--- src/design/scale_quantizer_semitone_unit_macros.svh ---
// Assertion macros for the scale quantizer semitone unit.
// Depends on nothing; included by the files that carry assertions.
`ifndef SCALE_QUANTIZER_SEMITONE_UNIT_MACROS_SVH
`define SCALE_QUANTIZER_SEMITONE_UNIT_MACROS_SVH

`ifndef SYNTHESIS
// Same-cycle implication.
`define SQS_ASSERT_IMP(label, clk, rst, ante, cons) \
   label: assert property (@(posedge clk) disable iff (rst) (ante) |-> (cons)) \
      else $error("sqs: assertion failed");
// Next-cycle implication.
`define SQS_ASSERT_NXT(label, clk, rst, ante, cons) \
   label: assert property (@(posedge clk) disable iff (rst) (ante) |=> (cons)) \
      else $error("sqs: assertion failed");
`else
`define SQS_ASSERT_IMP(label, clk, rst, ante, cons)
`define SQS_ASSERT_NXT(label, clk, rst, ante, cons)
`endif

`endif

--- src/design/sqs_pkg.sv ---
// Shared constants and types for the scale quantizer semitone unit.
// No dependencies; used by sqs_mod_unit and the top level.
package sqs_pkg;

   // Scale geometry
   localparam int DEGREES_DEF = 12;
   localparam int TOGGLE_W    = 12;

   // Field widths
   localparam int SEMI_W  = 8;
   localparam int NOTE_W  = 9;
   localparam int OPND_W  = 9;
   localparam int MOD_STEPS = 7;

   // Quantize mode codes
   localparam int MODE_W = 3;
   localparam logic [MODE_W-1:0] MODE_HOLD     = 3'd0;
   localparam logic [MODE_W-1:0] MODE_CLOSE_UP = 3'd1;
   localparam logic [MODE_W-1:0] MODE_CLOSE_DN = 3'd2;
   localparam logic [MODE_W-1:0] MODE_UP       = 3'd3;
   localparam logic [MODE_W-1:0] MODE_DOWN     = 3'd4;

   // Register map
   localparam int CSR_IDX_W  = 1;
   localparam int CSR_DATA_W = 3;
   localparam logic [CSR_IDX_W-1:0] CSR_MODE = 1'b0;
   localparam logic [CSR_IDX_W-1:0] CSR_NST  = 1'b1;

   typedef logic [NOTE_W-1:0]        note_type;
   typedef logic signed [OPND_W-1:0] opnd_type;

endpackage

--- src/design/sqs_mod_unit.sv ---
// Floor-modulo reducer: maps a signed semitone operand onto 0..DEGREES-1.
// Depends on sqs_pkg; shared by the SETD, SETT, PD and TMP steps of the top-level sequencer.
module sqs_mod_unit #(
   parameter int DEGREES = sqs_pkg::DEGREES_DEF
) (
   input  sqs_pkg::opnd_type             operand,
   output logic [$clog2(DEGREES)-1:0]    degree
);

   localparam int DW     = $clog2(DEGREES);
   localparam int STEPS  = sqs_pkg::MOD_STEPS;
   localparam int HALF   = 2 ** (sqs_pkg::OPND_W - 1);
   localparam int OFFSET = DEGREES * ((HALF + DEGREES - 1) / DEGREES);
   localparam int XW     = $clog2(DEGREES * (2 ** STEPS)) + 1;

   logic [XW-1:0] rem_v;

   // Bias by a multiple of DEGREES to a positive value, then restoring reduction
   always_comb begin
      rem_v = XW'(int'(operand) + OFFSET);
      for (int k = STEPS - 1; k >= 0; k--) begin
         if (rem_v >= XW'(DEGREES << k)) begin
            rem_v = rem_v - XW'(DEGREES << k);
         end
      end
      degree = DW'(rem_v);
   end

endmodule

--- src/design/scale_quantizer_semitone_unit.sv ---
// From the accepted request beat to the response beat a request passes through the degree
// steps (four steps through the shared modulo unit, the degree search loop, one response load).
// No new request is taken until the response register is loaded and the sequencer is idle again.
// A finished response waits in its output register while the next request is taken.
// Reset (synchronous, active high) clears the scale mask and last note and sets
// quantize_mode to 1 and note_set_transposed to 1.
`include "scale_quantizer_semitone_unit_macros.svh"

module scale_quantizer_semitone_unit #(
   parameter int DEGREES = sqs_pkg::DEGREES_DEF
) (
   input  logic                              clock,
   input  logic                              reset,
   // request channel
   input  logic                              req_valid,
   output logic                              req_ready,
   input  logic signed [sqs_pkg::SEMI_W-1:0] req_pitch_semis,
   input  logic signed [sqs_pkg::SEMI_W-1:0] req_transpose_semis,
   input  logic [sqs_pkg::TOGGLE_W-1:0]      req_button_toggles,
   input  logic                              req_reset_edge,
   input  logic                              req_set_edge,
   input  logic signed [sqs_pkg::SEMI_W-1:0] req_set_note_semis,
   // response channel
   output logic                              rsp_valid,
   input  logic                              rsp_ready,
   output logic signed [sqs_pkg::NOTE_W-1:0] rsp_note_out,
   output logic                              rsp_gate_on,
   output logic                              rsp_note_changed,
   output logic [sqs_pkg::TOGGLE_W-1:0]      rsp_scale_now,
   // configuration channel
   input  logic                              csr_valid,
   output logic                              csr_ready,
   input  logic [sqs_pkg::CSR_IDX_W-1:0]     csr_index,
   input  logic [sqs_pkg::CSR_DATA_W-1:0]    csr_data
);

   localparam int DW  = $clog2(DEGREES);
   localparam int NW  = sqs_pkg::NOTE_W;
   localparam int OW  = sqs_pkg::OPND_W;
   localparam int MW  = sqs_pkg::MODE_W;
   localparam int TW  = sqs_pkg::TOGGLE_W;
   localparam int SW  = sqs_pkg::SEMI_W;

   // Sequencer states
   localparam logic [2:0] S_IDLE = 3'd0;
   localparam logic [2:0] S_SETD = 3'd1;
   localparam logic [2:0] S_SETT = 3'd2;
   localparam logic [2:0] S_PD   = 3'd3;
   localparam logic [2:0] S_TMP  = 3'd4;
   localparam logic [2:0] S_SRCH = 3'd5;
   localparam logic [2:0] S_DONE = 3'd6;

   logic [2:0]             state_ff, state_in;
   logic [MW-1:0]          mode_ff, mode_in;
   logic                   nst_ff, nst_in;
   logic [DEGREES-1:0]     mask_ff, mask_in;
   sqs_pkg::note_type      last_ff, last_in;
   logic [SW-1:0]          pitch_ff, pitch_in;
   logic [SW-1:0]          trans_ff, trans_in;
   logic                   set_edge_ff, set_edge_in;
   logic [SW-1:0]          set_note_ff, set_note_in;
   logic [DW-1:0]          res_ff, res_in;
   logic [DW-1:0]          up_idx_ff, up_idx_in;
   logic [DW-1:0]          dn_idx_ff, dn_idx_in;
   logic [DW-1:0]          step_ff, step_in;
   logic                   up_hit_ff, up_hit_in;
   logic                   dn_hit_ff, dn_hit_in;
   logic [DW-1:0]          up_dist_ff, up_dist_in;
   logic [DW-1:0]          dn_dist_ff, dn_dist_in;
   logic                   rsp_valid_ff, rsp_valid_in;
   sqs_pkg::note_type      rsp_note_ff, rsp_note_in;
   logic                   rsp_gate_ff, rsp_gate_in;
   logic                   rsp_chg_ff, rsp_chg_in;
   logic [TW-1:0]          rsp_scale_ff, rsp_scale_in;

   sqs_pkg::opnd_type      mod_operand;
   logic [DW-1:0]          mod_degree;
   logic [DEGREES-1:0]     toggle_ext;
   logic [TW-1:0]          scale_view;
   logic                   req_beat;
   logic                   rsp_load;
   logic                   up_hit_now;
   logic                   dn_hit_now;
   logic                   in_scale;
   logic                   mode_ok;
   logic                   hold;
   sqs_pkg::note_type      pitch_ext;
   sqs_pkg::note_type      trans_ext;
   sqs_pkg::note_type      note_q;

   assign req_ready  = (state_ff == S_IDLE);
   assign req_beat   = req_valid && req_ready;
   assign csr_ready  = 1'b1;
   assign rsp_load   = (state_ff == S_DONE) && (!rsp_valid_ff || rsp_ready);
   assign pitch_ext  = {pitch_ff[SW-1], pitch_ff};
   assign trans_ext  = {trans_ff[SW-1], trans_ff};

   // Fit the fixed-width toggle field to the scale width, and the scale mask to the response width
   for (genvar i = 0; i < DEGREES; i++) begin : g_tog
      if (i < TW) begin : g_in
         assign toggle_ext[i] = req_button_toggles[i];
      end else begin : g_zero
         assign toggle_ext[i] = 1'b0;
      end
   end
   for (genvar j = 0; j < TW; j++) begin : g_view
      if (j < DEGREES) begin : g_in
         assign scale_view[j] = mask_ff[j];
      end else begin : g_zero
         assign scale_view[j] = 1'b0;
      end
   end

   // Select the operand of the shared modulo unit by sequencer step
   always_comb begin
      case (state_ff)
         S_SETD:  mod_operand = OW'({set_note_ff[SW-1], set_note_ff});
         S_SETT:  mod_operand = OW'(NW'(res_ff) - (nst_ff ? trans_ext : '0));
         S_PD:    mod_operand = OW'(pitch_ext);
         S_TMP:   mod_operand = OW'(NW'(res_ff) - trans_ext);
         default: mod_operand = '0;
      endcase
   end

   sqs_mod_unit #(
      .DEGREES (DEGREES)
   ) u_mod (
      .operand (mod_operand),
      .degree  (mod_degree)
   );

   // Search hits and final note selection
   assign up_hit_now = up_hit_ff || mask_ff[up_idx_ff];
   assign dn_hit_now = dn_hit_ff || mask_ff[dn_idx_ff];
   assign in_scale   = up_hit_ff && (up_dist_ff == '0);
   assign mode_ok    = mode_ff inside {[sqs_pkg::MODE_CLOSE_UP : sqs_pkg::MODE_DOWN]};
   assign hold       = !in_scale && (!mode_ok || (mask_ff == '0));

   always_comb begin
      case (mode_ff)
         sqs_pkg::MODE_CLOSE_UP:
            note_q = (up_dist_ff > dn_dist_ff) ? pitch_ext - NW'(dn_dist_ff)
                                               : pitch_ext + NW'(up_dist_ff);
         sqs_pkg::MODE_CLOSE_DN:
            note_q = (dn_dist_ff > up_dist_ff) ? pitch_ext + NW'(up_dist_ff)
                                               : pitch_ext - NW'(dn_dist_ff);
         sqs_pkg::MODE_UP:   note_q = pitch_ext + NW'(up_dist_ff);
         sqs_pkg::MODE_DOWN: note_q = pitch_ext - NW'(dn_dist_ff);
         default:            note_q = pitch_ext;
      endcase
      if (in_scale) begin
         note_q = pitch_ext;
      end
   end

   // Next-state logic for the sequencer and datapath registers
   always_comb begin
      state_in     = state_ff;
      mode_in      = mode_ff;
      nst_in       = nst_ff;
      mask_in      = mask_ff;
      last_in      = last_ff;
      pitch_in     = pitch_ff;
      trans_in     = trans_ff;
      set_edge_in  = set_edge_ff;
      set_note_in  = set_note_ff;
      res_in       = res_ff;
      up_idx_in    = up_idx_ff;
      dn_idx_in    = dn_idx_ff;
      step_in      = step_ff;
      up_hit_in    = up_hit_ff;
      dn_hit_in    = dn_hit_ff;
      up_dist_in   = up_dist_ff;
      dn_dist_in   = dn_dist_ff;
      rsp_valid_in = rsp_valid_ff && !rsp_ready;
      rsp_note_in  = rsp_note_ff;
      rsp_gate_in  = rsp_gate_ff;
      rsp_chg_in   = rsp_chg_ff;
      rsp_scale_in = rsp_scale_ff;

      // register writes
      if (csr_valid && csr_ready) begin
         case (csr_index)
            sqs_pkg::CSR_MODE: mode_in = csr_data;
            sqs_pkg::CSR_NST:  nst_in  = csr_data[0];
            default: ;
         endcase
      end

      case (state_ff)
         S_IDLE: begin
            // Apply toggles, then the reset edge, and hold the beat
            if (req_beat) begin
               mask_in     = mask_ff ^ toggle_ext;
               if (req_reset_edge) begin
                  mask_in = '0;
                  last_in = '0;
               end
               pitch_in    = req_pitch_semis;
               trans_in    = req_transpose_semis;
               set_edge_in = req_set_edge;
               set_note_in = req_set_note_semis;
               state_in    = S_SETD;
            end
         end
         S_SETD: begin
            res_in   = mod_degree;
            state_in = S_SETT;
         end
         S_SETT: begin
            if (set_edge_ff) begin
               mask_in[mod_degree] = ~mask_ff[mod_degree];
            end
            state_in = S_PD;
         end
         S_PD: begin
            res_in   = mod_degree;
            state_in = S_TMP;
         end
         S_TMP: begin
            up_idx_in = mod_degree;
            dn_idx_in = mod_degree;
            step_in   = '0;
            up_hit_in = 1'b0;
            dn_hit_in = 1'b0;
            state_in  = S_SRCH;
         end
         S_SRCH: begin
            // One degree up and one down each cycle; keep the first hit in each direction
            if (!up_hit_ff && mask_ff[up_idx_ff]) begin
               up_dist_in = step_ff;
            end
            if (!dn_hit_ff && mask_ff[dn_idx_ff]) begin
               dn_dist_in = step_ff;
            end
            up_hit_in = up_hit_now;
            dn_hit_in = dn_hit_now;
            up_idx_in = (up_idx_ff == DW'(DEGREES - 1)) ? '0 : up_idx_ff + DW'(1);
            dn_idx_in = (dn_idx_ff == '0) ? DW'(DEGREES - 1) : dn_idx_ff - DW'(1);
            step_in   = step_ff + DW'(1);
            if ((up_hit_now && dn_hit_now) || (step_ff == DW'(DEGREES - 1))) begin
               state_in = S_DONE;
            end
         end
         S_DONE: begin
            // Load the response register once it is free
            if (rsp_load) begin
               rsp_valid_in = 1'b1;
               rsp_scale_in = scale_view;
               if (hold) begin
                  rsp_note_in = last_ff;
                  rsp_gate_in = 1'b0;
                  rsp_chg_in  = 1'b0;
               end else begin
                  rsp_note_in = note_q;
                  rsp_gate_in = 1'b1;
                  rsp_chg_in  = (note_q != last_ff);
                  last_in     = note_q;
               end
               state_in = S_IDLE;
            end
         end
         default: state_in = S_IDLE;
      endcase
   end

   // Control state
   always_ff @(posedge clock) begin
      if (reset) begin
         state_ff     <= S_IDLE;
         mode_ff      <= sqs_pkg::MODE_CLOSE_UP;
         nst_ff       <= 1'b1;
         mask_ff      <= '0;
         last_ff      <= '0;
         rsp_valid_ff <= 1'b0;
      end else begin
         state_ff     <= state_in;
         mode_ff      <= mode_in;
         nst_ff       <= nst_in;
         mask_ff      <= mask_in;
         last_ff      <= last_in;
         rsp_valid_ff <= rsp_valid_in;
      end
   end

   // Payload and search registers
   always_ff @(posedge clock) begin
      pitch_ff     <= pitch_in;
      trans_ff     <= trans_in;
      set_edge_ff  <= set_edge_in;
      set_note_ff  <= set_note_in;
      res_ff       <= res_in;
      up_idx_ff    <= up_idx_in;
      dn_idx_ff    <= dn_idx_in;
      step_ff      <= step_in;
      up_hit_ff    <= up_hit_in;
      dn_hit_ff    <= dn_hit_in;
      up_dist_ff   <= up_dist_in;
      dn_dist_ff   <= dn_dist_in;
      rsp_note_ff  <= rsp_note_in;
      rsp_gate_ff  <= rsp_gate_in;
      rsp_chg_ff   <= rsp_chg_in;
      rsp_scale_ff <= rsp_scale_in;
   end

   assign rsp_valid        = rsp_valid_ff;
   assign rsp_note_out     = rsp_note_ff;
   assign rsp_gate_on      = rsp_gate_ff;
   assign rsp_note_changed = rsp_chg_ff;
   assign rsp_scale_now    = rsp_scale_ff;

   // Checks
   `SQS_ASSERT_IMP(a_idx_range, clock, reset, state_ff == S_SRCH,
      (int'(up_idx_ff) < DEGREES) && (int'(dn_idx_ff) < DEGREES))
   `SQS_ASSERT_IMP(a_held_unchanged, clock, reset, rsp_valid && !rsp_gate_on,
      !rsp_note_changed)
   `SQS_ASSERT_NXT(a_last_tracks_out, clock, reset, rsp_load, rsp_note_out == last_ff)
   `SQS_ASSERT_NXT(a_beat_starts, clock, reset, req_beat, state_ff == S_SETD)

endmodule
--- config.mk ---
export PLATFORM = sky130hd
export DESIGN_NAME = scale_quantizer_semitone_unit
export DESIGN_NICKNAME = d
export VERILOG_FILES = /design/src/design/sqs_pkg.sv /design/src/design/sqs_mod_unit.sv /design/src/design/scale_quantizer_semitone_unit.sv
export VERILOG_INCLUDE_DIRS = /design/src /design/src/design
export SDC_FILE = /design/constraint.sdc
export NUM_CORES = 1
export LEC_CHECK = 0
export BUFFER_PORTS_ARGS = -buffer_cell sky130_fd_sc_hd__buf_2
export CAP_MARGIN = 20
export CORE_UTILIZATION = 31
export CTS_CLUSTER_SIZE = 14
export DETAILED_ROUTE_END_ITERATION = 6
export PLACE_DENSITY = 0.57
export SLEW_MARGIN = 10
export SYNTH_ARGS = -nofsm -noshare
export SYNTH_HDL_FRONTEND = slang
export SYNTH_SLANG_ARGS = --single-unit
export TNS_END_PERCENT = 20
--- constraint.sdc ---
create_clock -name clock -period 27.3 [get_ports clock]
set_input_delay 4.095 -clock clock [delete_from_list [all_inputs] [get_ports clock]]
set_output_delay 4.095 -clock clock [all_outputs]
set_load 0.01 [all_outputs]
== Yosys cells after proc, flatten, opt, wreduce, memory -nomap -nowiden ==
Cells that the tools add are included.
W data, S select, Z words.

* Logic and storage cells: 156
* Register bits after elaboration: 103
* Output and inout bits: 26
* Bits of input ports: 47

* Muxes and demuxes: 45
* Eq/ne operators: 18
* Reduce and logical (&&, ||, !) cells: 38
* Bitwise logic cells: 3
* $lt $le $gt $ge: 15
* Add/sub/neg operators: 15

{| class="wikitable"
|+ Operators by type and width
! cell !! count
|-
| $mux W12 || 9
|-
| $mux W9 || 8
|-
| $pmux W9 S4 || 2
|-
| $pmux W12 S2 || 1
|-
| $pmux W4 S2 || 3
|-
| $pmux W3 S7 || 1
|-
| $pmux W9 S2 || 1
|-
| $lt A4 B5 Y1 const B || 3
|-
| $bmux W1 S4 || 3
|-
| $bwmux W12 || 1
|-
| $eq A3 B2 Y1 const B || 4
|-
| $eq A3 B3 Y1 const B || 4
|-
| $ge A12 B10 Y1 const B || 1
|-
| $ge A12 B4 Y1 const B || 1
|-
| $ge A12 B5 Y1 const B || 1
|-
| $ge A12 B6 Y1 const B || 1
|-
| $ge A12 B7 Y1 const B || 1
|-
| $ge A12 B8 Y1 const B || 1
|-
| $ge A12 B9 Y1 const B || 1
|-
| $logic_not A12 Y1 || 1
|-
| $mux W4 || 3
|-
| $reduce_and A2 Y1 || 6
|-
| $sub A12 B10 Y12 const B || 1
|-
| $sub A12 B5 Y12 const B || 1
|-
| other kinds (36) || 75
|}

== Longest topological paths before layout ==
* Word-level depth: 25
* Depth in mapped cells: 54
* Depth with buffers taken out: 49

== By module ==
Synthesis repeated with hierarchy kept, for this count alone.

* Cell total of the unflattened synthesis: 811
* Area total of the unflattened synthesis: 7701.1 µm²

{| class="wikitable"
|+ Modules (own cells, without submodules)
! module !! area each (µm²) !! cells each !! instances !! seq. area each (µm²)
|-
| scale_quantizer_semitone_unit || 6263.5 || 623 || 1 || 2802.7
|-
| sqs_mod_unit || 1437.6 || 188 || 1 || 0.0
|}

== Least setup slack after synthesis ==
OpenSTA, ideal clock, no wires.

* Kind: reg2reg
* From: register nst_ff
* To: register mask_ff[4]
* Data required time: 27.168 ns
* Arrival time: 9.503 ns
* Setup time: 0.132 ns
* Buffers on the path: 3
* Clock period less this slack: 9.635 ns
* Setup slack: 17.665 ns
* Cell stages (with the launch flop): 49
* Cell sequence: dfxtp_1 -> clkbuf_1 -> and2_1 -> ha_1 -> fa_1 -> nand2b_1 -> a21oi_2 -> xnor2_1 -> a211o_1 -> a21boi_4 -> a41oi_4 -> xor2_1 -> inv_1 -> ha_1 -> nand2_1 -> o21ai_0 -> a32oi_1 -> nand2_1 -> [13 not listed] -> buf_1 -> nor3_1 -> mux2_2 -> mux2i_2 -> nor4_4 -> xnor2_1 -> ha_1 -> nand2_1 -> o21a_1 -> a31oi_2 -> nor2_1 -> ha_1 -> inv_1 -> o211ai_2 -> a21oi_4 -> mux2_4 -> o311ai_1 -> o22ai_1

* Word-level cells in the longest chain between the ends: 25
* Elaborated cells on any way between the ends: 36
* Classes of those cells: 9 x add/sub; 9 x order compare; 16 x mux; 1 x bitwise; 1 x reduce/logical

{| class="wikitable"
|+ RTL lines
! what !! line !! RTL
|-
| from (decl) || scale_quantizer_semitone_unit.sv:55 || <nowiki>logic nst_ff, nst_in;</nowiki>
|-
| from (signal assigned) || scale_quantizer_semitone_unit.sv:279 || <nowiki>nst_ff <= nst_in;</nowiki>
|-
| $mux W9 (*) || scale_quantizer_semitone_unit.sv:118 || <nowiki>S_SETT: mod_operand = OW'(NW'(res_ff) - (nst_ff ? trans_ext : '0));</nowiki>
|-
| $sub A4 B9 Y9 (*) || scale_quantizer_semitone_unit.sv:118 ||
|-
| $pmux W9 S4 (*) || scale_quantizer_semitone_unit.sv:116 || <nowiki>case (state_ff)</nowiki>
|-
| $add A9 B10 Y11 (*) || sqs_mod_unit.sv:20 || <nowiki>rem_v = XW'(int'(operand) + OFFSET);</nowiki>
|-
| $sub A12 B10 Y12 or $ge A12 B10 Y1 (tied branches) || sqs_mod_unit.sv:23, sqs_mod_unit.sv:22 ||
|-
| $mux W12 (*) || sqs_mod_unit.sv:22 || <nowiki>if (rem_v >= XW'(DEGREES << k)) begin</nowiki>
|-
| $sub A12 B9 Y12 or $ge A12 B9 Y1 (tied branches) || sqs_mod_unit.sv:23, sqs_mod_unit.sv:22 ||
|-
| $mux W12 (*) || sqs_mod_unit.sv:22 ||
|-
| [9 not listed] || n/a ||
|-
| $mux W4 (*) || sqs_mod_unit.sv:22 ||
|-
| $lt A4 B5 Y1 (not written as such) or $ge A4 B1 Y1 (tied branches) || scale_quantizer_semitone_unit.sv:212 || <nowiki>mask_in[mod_degree] = ~mask_ff[mod_degree];</nowiki>
|-
| $logic_and A1 B1 Y1 (not written as such) || scale_quantizer_semitone_unit.sv:212 ||
|-
| $mux W1 (not written as such) || scale_quantizer_semitone_unit.sv:212 ||
|-
| $demux W1 S4 || scale_quantizer_semitone_unit.sv:212 ||
|-
| $bwmux W12 (*) || scale_quantizer_semitone_unit.sv:212 ||
|-
| $mux W12 (*) || scale_quantizer_semitone_unit.sv:211 || <nowiki>if (set_edge_ff) begin</nowiki>
|-
| $pmux W12 S2 (*) || scale_quantizer_semitone_unit.sv:190 || <nowiki>case (state_ff)</nowiki>
|-
| to (signal assigned) || scale_quantizer_semitone_unit.sv:280 || <nowiki>mask_ff <= mask_in;</nowiki>
|-
| to (decl) || scale_quantizer_semitone_unit.sv:56 || <nowiki>logic [DEGREES-1:0] mask_ff, mask_in;</nowiki>
|}

Every way passes the cells marked *; elsewhere a longest branch is shown, timed or not. The select of a mux whose other input is x is not followed.
A chain may end at the register's enable or synchronous reset.

== Worst setup path after layout ==
* From: register state_ff[1]
* To: register mask_ff[11]

* Word-level cells in the longest chain between the ends: 24
* Elaborated cells on any way between the ends: 44
* Classes of those cells: 8 x add/sub; 9 x order compare; 6 x eq/ne; 15 x mux; 1 x bitwise; 5 x reduce/logical

{| class="wikitable"
|+ RTL lines
! what !! line !! RTL
|-
| from (decl) || scale_quantizer_semitone_unit.sv:53 || <nowiki>logic [2:0] state_ff, state_in;</nowiki>
|-
| from (signal assigned) || scale_quantizer_semitone_unit.sv:277 || <nowiki>state_ff <= state_in;</nowiki>
|-
| $eq A3 B3 Y1, or another cell as far along || scale_quantizer_semitone_unit.sv:116 ||
|-
| $pmux W9 S4 || scale_quantizer_semitone_unit.sv:116 ||
|-
| $add A9 B10 Y11 || sqs_mod_unit.sv:20 ||
|-
| $sub A12 B10 Y12 or $ge A12 B10 Y1 (tied branches) || sqs_mod_unit.sv:23, sqs_mod_unit.sv:22 ||
|-
| $mux W12 || sqs_mod_unit.sv:22 ||
|-
| $sub A12 B9 Y12 or $ge A12 B9 Y1 (tied branches) || sqs_mod_unit.sv:23, sqs_mod_unit.sv:22 ||
|-
| $mux W12 || sqs_mod_unit.sv:22 ||
|-
| $sub A12 B8 Y12 or $ge A12 B8 Y1 (tied branches) || sqs_mod_unit.sv:23, sqs_mod_unit.sv:22 ||
|-
| [8 not listed] || n/a ||
|-
| $mux W4 || sqs_mod_unit.sv:22 ||
|-
| $lt A4 B5 Y1 (not written as such) or $ge A4 B1 Y1 (tied branches) || scale_quantizer_semitone_unit.sv:212 ||
|-
| $logic_and A1 B1 Y1 (not written as such) || scale_quantizer_semitone_unit.sv:212 ||
|-
| $mux W1 (not written as such) || scale_quantizer_semitone_unit.sv:212 ||
|-
| $demux W1 S4 || scale_quantizer_semitone_unit.sv:212 ||
|-
| $bwmux W12 || scale_quantizer_semitone_unit.sv:212 ||
|-
| $mux W12 || scale_quantizer_semitone_unit.sv:211 ||
|-
| $pmux W12 S2 || scale_quantizer_semitone_unit.sv:190 ||
|}

Parallel ways exist; a longest one is shown, timed or not. The select of a mux whose other input is x is not followed.

==> summary.txt <==
Detailed routing
  – Drt total wl: 20850 um
  – Avg WL per Cell: 17.02 um
  – DR iter-0 viols: 336
  – Vias per std cell: 5.459
  – Number of vias after detailed routing: 6687
  – Drt pass-1 iters: 5
  – Number of design rule violations left after detail routing: 0
  – Antenna-violating nets left: 0

CTS
  – Hold-fix buffers, CTS: 0
  – Count of clock tree sinks: 103
  – Inserted Clock Buffers: 9
  – Clock root cell: sky130_fd_sc_hd__clkbuf_16
  – Worst-case clock buffer depth: 2
  – Worst skew pair latency: 0.36 ns
  – Quantity of gates resized following cts: 0
  – Total number of H-tree levels: 3
  – Number of post-CTS setup repair buffers: 0
  – Clock slew at reported path FFs: 0.08 ns
  – Clock tree from TritonCTS: built

Power
  – Design Power: 1.054 mW
  – Leak: 3.342 nW
  – Peak supply drop: 0.00008098 V
  – Areal power density over the cells: 119.1 nW/um^2

Global route
  – Wire length of the first global-routing pass: 33110 um
  – Vias in the first global route: 6238
  – Global-route congestion overflow total: 0
  – Antenna violations before repair: 0
  – Largest net degree at the start of global routing: 35
  – Global-route usage over all layers: 15.95%

Finish
  – Number of antenna cells inserted: 0
  – Layout fillers: 2480
  – Fraction of layout cells with a size suffix above 1: 18.31%
  – Top library cells by usage in the layout, fill and taps aside: 89 x sky130_fd_sc_hd__nor2_1, 74 x sky130_fd_sc_hd__edfxtp_1, 71 x sky130_fd_sc_hd__buf_2, 66 x sky130_fd_sc_hd__nand2_1
  – Commonest non-fill, non-tap cell in the layout: sky130_fd_sc_hd__nor2_1
  – Area delta synth->final: 12.29%
  – Finished Core Util: 35.97%
  – Design area: 8850 sq um
  – Count of nets after finishing: 980

Setup path
  – Crit Path Class: flip-flop to flip-flop
  – Cell with the biggest individual delay on the critical path: sky130_fd_sc_hd__dfxtp_1
  – Crit-path max FO: 24
  – Arr. time, crit path: 11.56 ns
  – Critical Path Most Common Cell: sky130_fd_sc_hd__ha_1
  – Data required, critical path: 27.57 ns
  – Critical path capture point type: flip-flop
  – Critical Path Source Type: flip-flop
  – Worst path max stage delay: 1.02 ns

Synthesis
  – Share of synthesized area occupied by flip-flops and latches: 35.56%
  – Biggest area contributors in the synthesized netlist: sky130_fd_sc_hd__edfxtp_1 28%, sky130_fd_sc_hd__dfxtp_1 7.4%, sky130_fd_sc_hd__ha_1 5.2%, sky130_fd_sc_hd__nor2_1 4.2%, sky130_fd_sc_hd__nand2_1 3.1%
  – Post-synthesis net count: 921
  – Yosys warning total: 0
  – Async S/R FF share, synth: 0%
  – Synthesized cell area: 7881 sq um
  – Mean instance size in the synthesized netlist: 9.416 sq um
  – Number of synthesized flops with an enable pin: 74
  – Count of state elements after synthesis: 103
  – Library cell with the largest summed area after synthesis: sky130_fd_sc_hd__edfxtp_1
  – Syn Inst Count: 837
  – Count of different cell masters after synthesis: 105
  – Most instantiated flip-flop cell in the synthesis netlist: sky130_fd_sc_hd__edfxtp_1
  – Area share of the largest cell type after synthesis: 28.19%

Timing
  – Setup total negative slack: 0 ns
  – Final-report setup violation count: 0
  – Achievable frequency: 0.08853 GHz
  – Count of final hold-check violations: 0
  – Clock tree skew after final layout: 0.01035 ns
  – Clock period minus final worst setup slack: 11.30 ns
  – Relative slew margins: 29.83%
  – Pin slew with the least headroom to its limit: 1.051 ns
  – Worst-case hold slack: 0.5443 ns
  – Number of max-slew violations in the final report: 0
  – RSZ-0062 raised after global routing: no
  – Share of the clock period used by the worst path after layout: 41.38%

Place
  – Gp weighted congestion: 0.8329
  – Hpwl dp: 15760 um
  – DP Area: 8567 sq um
  – # port buffers: 71

Die
  – Number of rows in the core area: 57
  – Initial core utilization: 32.03%
  – Total Die Area: 26060 sq um
  – Width of the chip: 161.4 um
  – Total core area: 24600 sq um
  – Top-level I/O count: 73
  – Overall die height: 161.4 um

Min path
  – Hold crit path type: flip-flop to flip-flop

Run
  – MaxCap Viol Count: 0

Status
  – Run status: completed
-- cells by family (layout without fill, tap and decap cells) --
kind of cell	Yosys count	count (layout)	synth area share [%]
simple gates	308	308	20.23
compound gates	223	223	21.89
flops	103	103	35.56
buf+inv	76	140	4.016
mux	46	46	7.192
xor+xnor	42	42	4.763
fa+ha+maj	37	37	6.255
other cells	2	2	0.09529
-- registers in the layout, summed over array words and instances, names as in the netlist, 3 cells and up --
name / cells
up_dist_ff: 4
trans_ff: 8
mask_ff: 12
mode_ff: 3
step_ff: 4
dn_idx_ff: 4
up_idx_ff: 4
res_ff: 4
rsp_scale_now: 12
pitch_ff: 8
set_note_ff: 8
rsp_note_out: 9
last_ff: 9
dn_dist_ff: 4
state_ff: 3
-- Yosys cell counts (all sizes together), types with 17 or more instances --
library cell  count
a21oi            43
dfxtp            29
edfxtp           74
ha               33
inv              43
mux2i            24
nand2            66
nand2b           18
nand3            17
nor2             89
nor3             33
nor4             20
o21ai            27
xnor2            19
xor2             23
-- final cells by class --
cell class | instances | area [sq um] | share of cell area (%)
Inverter | 44 | 165.2 | 1.866
Timing Repair Buffer | 80 | 426.7 | 4.821
Sequential cell | 103 | 2803 | 31.67
Clock buffer | 10 | 239.0 | 2.700
Clock inverter | 6 | 43.79 | 0.4948
Multi-Input combinational cell | 658 | 4767 | 53.87
Tap cell | 324 | 405.4 | 4.581
-- final timing paths --
path                       startpoint                       end  slack [ns]  cells past startpoint
min           last_ff[0]$_SDFFE_PP0P_   last_ff[0]$_SDFFE_PP0P_        0.54                      2
max          state_ff[1]$_SDFFE_PP0P_  mask_ff[11]$_SDFFE_PP0P_       16.00                     45
min reg2reg   last_ff[0]$_SDFFE_PP0P_   last_ff[0]$_SDFFE_PP0P_        0.54                      2
max reg2reg  state_ff[1]$_SDFFE_PP0P_  mask_ff[11]$_SDFFE_PP0P_       16.00                     45
-- per-layer routing --
| layer | vias to the layer above | track usage (%) | share of wire [%] |
|---|---|---|---|
| li1 | 3283 | - | - |
| met1 | 3215 | 21.78 | 46 |
| met2 | 168 | 26.39 | 48 |
| met3 | 21 | 1.592 | 4.1 |
| met4 | 0 | 5.103 | 1.6 |
| met5 | - | 0 | 0 |
-- power breakdown --
group	leakage, nW	switching, mW	internal [mW]
clock network	0.139	0.0612	0.0649
logic	2.28	0.421	0.276
registers	0.923	0.0303	0.200
-- critical path: cells and delay by family (launching register included) --
| family | cells | cell delay, ns |
|---|---|---|
| simple gates | 15 | 3.53 |
| fa+ha+maj | 7 | 2.12 |
| compound gates | 14 | 3.14 |
| xor+xnor | 3 | 0.62 |
| flops | 1 | 1.02 |
| mux | 3 | 0.47 |
| buf+inv | 3 | 0.26 |
-- per-stage QoR --
step / instances / worst slack [ns]
after floorplan: 837 / 17.67
after global placement: 1208 / 16.46
after detailed placement: 1209 / 16.14
after CTS: 1225 / 16.11
after global routing: 1225 / 15.00
final: 1225 / 16.00
Note: power is estimated with default switching activity, not from simulation.
